--- config.mk ---
export PLATFORM = sky130hd
export DESIGN_NAME = metropolis_ising_ring_update
export DESIGN_NICKNAME = d
export VERILOG_FILES = /design/src/rtl/core/mirc_pkg.sv /design/src/rtl/core/mirc_ram.sv /design/src/rtl/core/mirc_dp.sv /design/src/rtl/core/mirc_ctrl.sv /design/src/rtl/core/metropolis_ising_ring_update.sv
export SDC_FILE = /design/constraint.sdc
export NUM_CORES = 2
export LEC_CHECK = 0
export ABC_AREA = 1
export BUFFER_PORTS_ARGS = -buffer_cell sky130_fd_sc_hd__buf_2
export CORE_UTILIZATION = 52
export CTS_CLUSTER_DIAMETER = 120
export DETAILED_ROUTE_END_ITERATION = 7
export GPL_TIMING_DRIVEN = 0
export PLACE_DENSITY = 0.68
export SLEW_MARGIN = 30
export SYNTH_ARGS = -nofsm -noshare
export SYNTH_HDL_FRONTEND = slang
export SYNTH_SLANG_ARGS = --single-unit
--- constraint.sdc ---
create_clock -name i_clk -period 38.6 [get_ports i_clk]
set_clock_uncertainty 0.05 [all_clocks]
set_input_delay 1.93 -clock i_clk [delete_from_list [all_inputs] [get_ports i_clk]]
set_output_delay 1.93 -clock i_clk [all_outputs]
set_load 0.01 [all_outputs]
--- src/rtl/core/mirc_pkg.sv ---
// ----------------------------------------------------------------------------
// mirc_pkg - shared types and constants for the Ising ring update block
// Command/status structs between controller and datapath, field widths, codes.
// ----------------------------------------------------------------------------
package mirc_pkg;

    localparam int SITE_W = 10;
    localparam int FRAC_W = 16;
    localparam int THR_W  = 17;
    localparam int DE_W   = 4;
    localparam int TOT_W  = 12;

    localparam logic [THR_W-1:0] THR_RST = 17'h10000;

    // item kinds carried in tuser
    localparam logic CMD_LOAD  = 1'b0;
    localparam logic CMD_TRIAL = 1'b1;

    // config register word index
    localparam logic REG_THR = 1'b0;

    // spin store read select
    localparam logic [1:0] SEL_LEFT  = 2'd0;
    localparam logic [1:0] SEL_CTR   = 2'd1;
    localparam logic [1:0] SEL_RIGHT = 2'd2;

    // energy step codes
    localparam logic [DE_W-1:0] DE_ZERO = 4'b0000;
    localparam logic [DE_W-1:0] DE_P4   = 4'b0100;
    localparam logic [DE_W-1:0] DE_M4   = 4'b1100;

    typedef struct packed {
        logic       load_item;
        logic [1:0] rd_sel;
        logic       cap_left;
        logic       cap_ctr;
        logic       clr_step;
        logic       commit;
    } t_cmd;

    typedef struct packed {
        logic clr_done;
    } t_stat;

endpackage

--- src/rtl/core/mirc_ram.sv ---
// ----------------------------------------------------------------------------
// mirc_ram - generic simple dual-port RAM
// One write port, one read port, registered read data.
// ----------------------------------------------------------------------------
module mirc_ram #(
    parameter int WIDTH = 1,
    parameter int DEPTH = 1024
) (
    input  logic                     i_clk,
    input  logic                     i_we,
    input  logic [$clog2(DEPTH)-1:0] i_waddr,
    input  logic [WIDTH-1:0]         i_wdata,
    input  logic [$clog2(DEPTH)-1:0] i_raddr,
    output logic [WIDTH-1:0]         o_rdata
);

    logic [WIDTH-1:0] r_mem [DEPTH];
    logic [WIDTH-1:0] r_rdata;

    always_ff @(posedge i_clk) begin
        if (i_we) begin
            r_mem[i_waddr] <= i_wdata;
        end
        r_rdata <= r_mem[i_raddr];
    end

    assign o_rdata = r_rdata;

endmodule

--- src/rtl/core/mirc_dp.sv ---
// ----------------------------------------------------------------------------
// mirc_dp - datapath of the Ising ring update
// Item registers, neighbor capture, spin store, energy/magnetization totals.
// ----------------------------------------------------------------------------
module mirc_dp
    import mirc_pkg::*;
#(
    parameter int RING_SIZE = 1024
) (
    input  logic                    i_clk,
    input  logic                    i_rst_n,
    input  t_cmd                    i_cmd,
    output t_stat                   o_stat,
    input  logic                    i_kind,
    input  logic [SITE_W-1:0]       i_site,
    input  logic                    i_spin_up,
    input  logic [FRAC_W-1:0]       i_frac,
    input  logic [THR_W-1:0]        i_thr,
    output logic                    o_accepted,
    output logic [DE_W-1:0]         o_energy_delta,
    output logic                    o_spin_now,
    output logic [TOT_W-1:0]        o_energy_total,
    output logic [TOT_W-1:0]        o_magnet_total
);

    localparam int               AW     = $clog2(RING_SIZE);
    localparam logic [16:0]      NUM_W  = 17'(RING_SIZE);
    localparam logic [AW-1:0]    LAST_A = AW'(RING_SIZE - 1);
    localparam logic [TOT_W-1:0] E_RST  = 12'((1 << 17) - RING_SIZE);
    localparam logic [TOT_W-1:0] M_RST  = 12'(RING_SIZE);

    // item
    logic              r_kind;
    logic              r_in_range;
    logic              r_up;
    logic [FRAC_W-1:0] r_frac;
    logic [AW-1:0]     r_ctr_addr;
    logic [AW-1:0]     r_left_addr;
    logic [AW-1:0]     r_right_addr;
    logic              r_left;
    logic              r_ctr;
    logic [AW-1:0]     r_clr_cnt;
    logic [TOT_W-1:0]  r_energy;
    logic [TOT_W-1:0]  r_magnet;
    logic              r_acc;
    logic [DE_W-1:0]   r_de;
    logic              r_spin;

    logic [16:0]       site17;
    logic [16:0]       left17;
    logic [16:0]       right17;
    logic              in_range;

    logic              ram_we;
    logic [AW-1:0]     ram_waddr;
    logic              ram_wdata;
    logic [AW-1:0]     ram_raddr;
    logic              ram_rdata;

    logic [DE_W-1:0]   de_v;
    logic              flip;
    logic [TOT_W-1:0]  dm_v;
    logic [TOT_W-1:0]  n_energy;
    logic [TOT_W-1:0]  n_magnet;

    // neighbor addresses with wrap-around
    assign site17   = {7'b0, i_site};
    assign in_range = site17 < NUM_W;
    assign left17   = (i_site == '0) ? NUM_W - 17'd1 : site17 - 17'd1;
    assign right17  = (site17 + 17'd1 >= NUM_W) ? 17'd0 : site17 + 17'd1;

    always_ff @(posedge i_clk) begin
        if (i_cmd.load_item) begin
            r_kind       <= i_kind;
            r_in_range   <= in_range;
            r_up         <= i_spin_up;
            r_frac       <= i_frac;
            r_ctr_addr   <= in_range ? site17[AW-1:0]  : '0;
            r_left_addr  <= in_range ? left17[AW-1:0]  : '0;
            r_right_addr <= in_range ? right17[AW-1:0] : '0;
        end
        if (i_cmd.cap_left) begin
            r_left <= ram_rdata;
        end
        if (i_cmd.cap_ctr) begin
            r_ctr <= ram_rdata;
        end
    end

    always_comb begin
        case (i_cmd.rd_sel)
            SEL_LEFT:  ram_raddr = r_left_addr;
            SEL_CTR:   ram_raddr = r_ctr_addr;
            SEL_RIGHT: ram_raddr = r_right_addr;
            default:   ram_raddr = r_ctr_addr;
        endcase
    end

    // dE = 2*s*(l+r); right neighbor is on the read port now
    always_comb begin
        if (r_left == ram_rdata) begin
            de_v = (r_ctr == r_left) ? DE_P4 : DE_M4;
        end else begin
            de_v = DE_ZERO;
        end
        if (!r_in_range) begin
            flip = 1'b0;
        end else if (r_kind == CMD_TRIAL) begin
            flip = (de_v != DE_P4) || ({1'b0, r_frac} < i_thr);
        end else begin
            flip = (r_ctr != r_up);
        end
        dm_v     = r_ctr ? 12'hFFE : 12'h002;
        n_energy = flip ? r_energy + {{(TOT_W-DE_W){de_v[DE_W-1]}}, de_v} : r_energy;
        n_magnet = flip ? r_magnet + dm_v : r_magnet;
    end

    assign ram_we    = i_cmd.clr_step || (i_cmd.commit && flip);
    assign ram_waddr = i_cmd.clr_step ? r_clr_cnt : r_ctr_addr;
    assign ram_wdata = i_cmd.clr_step ? 1'b1 : ~r_ctr;

    mirc_ram #(
        .WIDTH (1),
        .DEPTH (RING_SIZE)
    ) u_spins (
        .i_clk   (i_clk),
        .i_we    (ram_we),
        .i_waddr (ram_waddr),
        .i_wdata (ram_wdata),
        .i_raddr (ram_raddr),
        .o_rdata (ram_rdata)
    );

    always_ff @(posedge i_clk) begin
        if (!i_rst_n) begin
            r_clr_cnt <= '0;
            r_energy  <= E_RST;
            r_magnet  <= M_RST;
        end else begin
            if (i_cmd.clr_step) begin
                r_clr_cnt <= r_clr_cnt + AW'(1);
            end
            if (i_cmd.commit) begin
                r_energy <= n_energy;
                r_magnet <= n_magnet;
            end
        end
    end

    // result word payload
    always_ff @(posedge i_clk) begin
        if (i_cmd.commit) begin
            r_acc  <= flip;
            r_de   <= (r_in_range && (r_kind == CMD_TRIAL || flip)) ? de_v : DE_ZERO;
            r_spin <= r_in_range && (flip ? ~r_ctr : r_ctr);
        end
    end

    assign o_stat.clr_done = (r_clr_cnt == LAST_A);
    assign o_accepted      = r_acc;
    assign o_energy_delta  = r_de;
    assign o_spin_now      = r_spin;
    assign o_energy_total  = r_energy;
    assign o_magnet_total  = r_magnet;

endmodule

--- src/rtl/core/mirc_ctrl.sv ---
// ----------------------------------------------------------------------------
// mirc_ctrl - controller of the Ising ring update
// Clear sweep, three neighbor reads, commit, result word valid.
// ----------------------------------------------------------------------------
module mirc_ctrl
    import mirc_pkg::*;
(
    input  logic  i_clk,
    input  logic  i_rst_n,
    input  logic  i_s_tvalid,
    output logic  o_s_tready,
    output logic  o_m_tvalid,
    input  logic  i_m_tready,
    output t_cmd  o_cmd,
    input  t_stat i_stat
);

    localparam logic [2:0] S_CLR  = 3'd0;
    localparam logic [2:0] S_IDLE = 3'd1;
    localparam logic [2:0] S_RL   = 3'd2;
    localparam logic [2:0] S_RC   = 3'd3;
    localparam logic [2:0] S_RR   = 3'd4;
    localparam logic [2:0] S_EV   = 3'd5;

    logic [2:0] r_state;
    logic [2:0] n_state;
    logic       r_out_valid;
    logic       n_out_valid;
    logic       out_free;

    assign out_free = !r_out_valid || i_m_tready;

    always_comb begin
        n_state = r_state;
        o_cmd   = '0;
        o_cmd.rd_sel = SEL_CTR;
        case (r_state)
            S_CLR: begin
                o_cmd.clr_step = 1'b1;
                if (i_stat.clr_done) begin
                    n_state = S_IDLE;
                end
            end
            S_IDLE: begin
                if (i_s_tvalid) begin
                    o_cmd.load_item = 1'b1;
                    n_state = S_RL;
                end
            end
            S_RL: begin
                o_cmd.rd_sel = SEL_LEFT;
                n_state = S_RC;
            end
            S_RC: begin
                o_cmd.rd_sel   = SEL_CTR;
                o_cmd.cap_left = 1'b1;
                n_state = S_RR;
            end
            S_RR: begin
                o_cmd.rd_sel  = SEL_RIGHT;
                o_cmd.cap_ctr = 1'b1;
                n_state = S_EV;
            end
            S_EV: begin
                // keep right neighbor on the read port while stalled
                o_cmd.rd_sel = SEL_RIGHT;
                if (out_free) begin
                    o_cmd.commit = 1'b1;
                    n_state = S_IDLE;
                end
            end
            default: begin
                n_state = S_IDLE;
            end
        endcase
    end

    always_comb begin
        if (o_cmd.commit) begin
            n_out_valid = 1'b1;
        end else if (i_m_tready) begin
            n_out_valid = 1'b0;
        end else begin
            n_out_valid = r_out_valid;
        end
    end

    always_ff @(posedge i_clk) begin
        if (!i_rst_n) begin
            r_state     <= S_CLR;
            r_out_valid <= 1'b0;
        end else begin
            r_state     <= n_state;
            r_out_valid <= n_out_valid;
        end
    end

    assign o_s_tready = (r_state == S_IDLE);
    assign o_m_tvalid = r_out_valid;

    a_no_overwrite: assert property (@(posedge i_clk) disable iff (!i_rst_n)
        o_cmd.commit |-> (!r_out_valid || i_m_tready))
        else $error("result word overwritten while pending");

    a_commit_shows: assert property (@(posedge i_clk) disable iff (!i_rst_n)
        o_cmd.commit |=> o_m_tvalid)
        else $error("commit did not raise result valid");

    a_accept_reads: assert property (@(posedge i_clk) disable iff (!i_rst_n)
        (i_s_tvalid && o_s_tready) |=> (r_state == S_RL))
        else $error("accepted word did not start neighbor reads");

    a_ready_after_clear: assert property (@(posedge i_clk) disable iff (!i_rst_n)
        (r_state == S_CLR && i_stat.clr_done) |=> o_s_tready)
        else $error("clear sweep did not end in idle");

endmodule

--- src/rtl/core/metropolis_ising_ring_update.sv ---
// ----------------------------------------------------------------------------
// metropolis_ising_ring_update - Metropolis spin update on a 1-D Ising ring
// Flow: accept, then left, center and right reads through the one spin store
//   read port, then a commit that raises result word valid. A new word is taken
//   only after the last one commits (serial reads); a commit waits on a pending result.
// Reset: synchronous; spins are swept to +1 one site per cycle, input not
//   ready meanwhile; config writes are taken throughout.
// ----------------------------------------------------------------------------
module metropolis_ising_ring_update
    import mirc_pkg::*;
#(
    parameter int RING_SIZE = 1024
) (
    input  logic        i_clk,
    input  logic        i_rst_n,
    // input words
    input  logic        s_axis_tvalid,
    output logic        s_axis_tready,
    input  logic [31:0] s_axis_tdata,  // site_index[9:0], spin_up[10], random_fraction[26:11]
    input  logic        s_axis_tuser,  // cmd: 0 load, 1 trial
    // result words
    output logic        m_axis_tvalid,
    input  logic        m_axis_tready,
    output logic [31:0] m_axis_tdata,  // accepted[0], energy_delta[4:1], spin_now[5],
                                       // energy_total[17:6], magnet_total[29:18]
    // config
    input  logic        psel,
    input  logic        penable,
    input  logic        pwrite,
    input  logic [2:0]  paddr,
    input  logic [31:0] pwdata,
    output logic [31:0] prdata,
    output logic        pready
);

    t_cmd             cmd;
    t_stat            stat;
    logic [THR_W-1:0] r_thr;
    logic             cfg_wr;

    logic             res_acc;
    logic [DE_W-1:0]  res_de;
    logic             res_spin;
    logic [TOT_W-1:0] res_energy;
    logic [TOT_W-1:0] res_magnet;

    // Threshold register: Q1.16 acceptance level for uphill flips.
    // 65536 and above accept every trial, 0 rejects every uphill one.
    assign pready = 1'b1;
    assign cfg_wr = psel && penable && pwrite && pready && (paddr[2] == REG_THR);

    always_ff @(posedge i_clk) begin
        if (!i_rst_n) begin
            r_thr <= THR_RST;
        end else if (cfg_wr) begin
            r_thr <= pwdata[THR_W-1:0];
        end
    end

    assign prdata = (paddr[2] == REG_THR) ? {15'b0, r_thr} : 32'b0;

    // Controller sequences: clear sweep after reset, then per word
    // accept -> read left -> read center -> read right -> commit.
    mirc_ctrl u_ctrl (
        .i_clk      (i_clk),
        .i_rst_n    (i_rst_n),
        .i_s_tvalid (s_axis_tvalid),
        .o_s_tready (s_axis_tready),
        .o_m_tvalid (m_axis_tvalid),
        .i_m_tready (m_axis_tready),
        .o_cmd      (cmd),
        .i_stat     (stat)
    );

    // Datapath holds the spin store, neighbor bits, dE/accept logic and the
    // running totals. Totals wrap modulo 2^12. Out-of-range sites change
    // nothing and report zero flags with the current totals.
    mirc_dp #(
        .RING_SIZE (RING_SIZE)
    ) u_dp (
        .i_clk          (i_clk),
        .i_rst_n        (i_rst_n),
        .i_cmd          (cmd),
        .o_stat         (stat),
        .i_kind         (s_axis_tuser),
        .i_site         (s_axis_tdata[9:0]),
        .i_spin_up      (s_axis_tdata[10]),
        .i_frac         (s_axis_tdata[26:11]),
        .i_thr          (r_thr),
        .o_accepted     (res_acc),
        .o_energy_delta (res_de),
        .o_spin_now     (res_spin),
        .o_energy_total (res_energy),
        .o_magnet_total (res_magnet)
    );

    assign m_axis_tdata = {2'b00, res_magnet, res_energy, res_spin, res_de, res_acc};

endmodule
==> impl_metrics.ini <==
[job]
cap_violations = 0

[setup_path]
crit_fanout = 10
critPathLaunchType = primary input
cp.arrival_ns = 2.92
path_class = primary input to primary output
critPathRequiredTime_ns = 36.62
cp-end-kind = primary output

[routing]
wl_mm = 212.5
postRouteAntennaNets = 0
num_vias = 46230
drt-initial-drc-count = 8843
drcViolationCount = 2
first_pass_iters = 8
wl_per_cell_um = 28.44
vias_per_cell = 6.188

[global_routing]
grtUsageTotal_pct = 39.42
grt_pass1_wl_mm = 294.7
grt_max_degree = 82
antenna_found_initial = 15
overflow = 0
grt_pass1_vias = 42260

[clock_tree]
cts_resized = 0
cts-root-buf = clkbuf_16
clock_path_buffers = 3
clock_latency_ns = 0.73
cts_made_buffers = 119
clkSinkCount = 1131
hold_buffers = 0
htree_num_levels = 3
postCtsSetupBuffers = 0
cts_tree = done
clk_pin_slew_worst_paths_ns = 0.06

[sta]
fin_setup_tns_ns = 0
final_max_slew_viol_count = 0
fin_crit_sh_pct = 12.70
hold_viol = 0
relSlewSlack_pct = 19.90
max_slew.worst_pin.slew_ns = 1.202
setup_violations = 0
finalCriticalPeriod_ns = 4.901
holdWs_ns = 0.4179
fmax_mhz = 204.1
rsz0062_at_grt = false

[run_status]
violations = design-rule violations
status = complete, but fails checks

[floorplanning]
initial_core_util_pct = 52.43
top_level_ports = 142
fp.dieH_um = 324.8
fp.dieArea_mm2 = 0.1055
die_w_um = 324.8
rows = 118
core-area_mm2 = 0.1033

[place]
place_hpwl_mm = 141.3
port_buffers = 95
gp_congestion = 1.024

[yosys]
yosys.area.top_type_share_pct = 59.74
synth_cells = 5728
synthFlopType = edfxtp_1
synth.most_common_cell = nor2_1
ys_types = 45
yosysSeqAreaShare_pct = 61.69
synthTopCellsByCount = nor2_1 (1141), edfxtp_1 (1078), nand2_1 (1039), nand3_1 (747), inv_1 (528)
ys_warn_count = 0
avgSynthCellArea_um2 = 9.460
synth_area_mm2 = 0.05419
synth_area_leader_cell = edfxtp_1
ys_seq_elements = 1131
async_flop_share_pct = 0
synth.area.top_cells = edfxtp_1 (60%), nor2_1 (7.9%), nand2_1 (7.2%)
synth-edff-count = 1078

[final_layout]
drive_gt1_share_pct = 10.30
area_growth_pct = 11.89
nets = 6102

[power]
p_leak_uw = 0.02152
irDropWorstVdd_mv = 0.03554
powerDensity_mw_per_mm2 = 40.18
power_uw = 2436

[min_path]
min_path_type = flop to flop
==> through the flow <==
step,cell area (um^2),setup slack (ns),std cells,utilization [%]
after floorplan,54270,22.87,5749,-
after global placement,56470,13.45,7224,54.64
after detailed placement,57080,33.73,7246,55.23
after CTS,60600,33.72,7465,58.63
after global routing,60620,33.59,7466,58.65
final,60630,33.70,7471,58.67
==> power breakdown <==
part / internal (uW) / leakage [uW] / switching (uW) / total (uW)
registers: 1320 / 0.00854 / 0.333 / 1320
logic: 8.15 / 0.0113 / 24.9 / 33.0
clock network: 583 / 0.00171 / 496 / 1080
total: 1920 / 0.0215 / 521 / 2440
==> worst max-delay path, cell delays in order <==
cell and delay [ns]:
clkbuf_1 0.34, buf_1 0.40, nor2_1 0.10, buf_2 0.15
==> worst paths after layout <==
path,depth (start not counted),start,endpoint,slack (ns)
max,4,paddr[2],prdata[11],33.70
max reg2reg,13,u_ctrl.r_state[2]$_SDFFE_PN0P_,u_dp.u_spins.o_rdata$_DFF_P_,34.02
min,1,u_dp.r_clr_cnt[2]$_SDFFE_PN0P_,u_dp.r_clr_cnt[2]$_SDFFE_PN0P_,0.42
min reg2reg,1,u_dp.r_clr_cnt[2]$_SDFFE_PN0P_,u_dp.r_clr_cnt[2]$_SDFFE_PN0P_,0.42
==> cell type report <==
type                            count  area (um^2)
Tap cell                         1380         1727
Inverter                          534         2004
Timing Repair Buffer              118        999.7
Antenna cell                        5        12.51
Fill cell                        9097        42720
Clock inverter                     56        312.8
Buffer                            477         2305
Multi-Input combinational cell   3607        16630
Clock buffer                      163         3204
Sequential cell                  1131        33430
==> registers in the layout, indices dropped and copies added (netlist names) <==
register,count
u_dp.r_left_addr,10
u_ctrl.o_m_tvalid,1
u_dp.u_spins.o_rdata,1
u_dp.r_frac,16
u_dp.o_energy_total,10
u_dp.r_kind,1
u_dp.r_up,1
u_dp.r_ctr_addr,10
u_ctrl.r_state,3
u_dp.r_clr_cnt,10
u_dp.o_energy_delta,2
u_dp.r_right_addr,10
u_dp.r_ctr,1
u_dp.o_spin_now,1
r_thr,17
u_dp.o_accepted,1
u_dp.u_spins.r_mem,1024
u_dp.o_magnet_total,11
u_dp.r_left,1
==> cell families after synthesis <==
kind of cell	after synthesis	share of synthesized area [%]
and+or+nand+nor	3136	24.80
DFF	1131	61.69
buffers and inverters	1011	7.818
AOI/OAI and AO/OA	382	4.306
adders and majority gates	39	0.9282
xor gates and xnor gates	27	0.4364
other	2	0.01386
==> per-layer routing <==
| metal | global-route usage [%] | part of all wire (%) | vias up |
|---|---|---|---|
| li1 | - | - | 19530 |
| met1 | 50.36 | 34 | 21860 |
| met2 | 56.13 | 41 | 3912 |
| met3 | 13.99 | 17 | 916 |
| met4 | 26.93 | 8.1 | 16 |
| met5 | 0.3170 | 0.070 | - |
==> layout by cell type (no fill, tap or decap), drive strengths merged, types with 11 or more instances in the layout <==
master,count
nor2,1146
edfxtp,1078
nand2,1044
nand3,747
inv,537
buf,416
clkbuf,342
nand3b,170
o211ai,131
a21oi,129
o21ai,102
dfxtp,53
clkinv,49
ha,37
conb,23
xor2,16
nor3,13
xnor2,11
(Power assumes the default switching activity.)
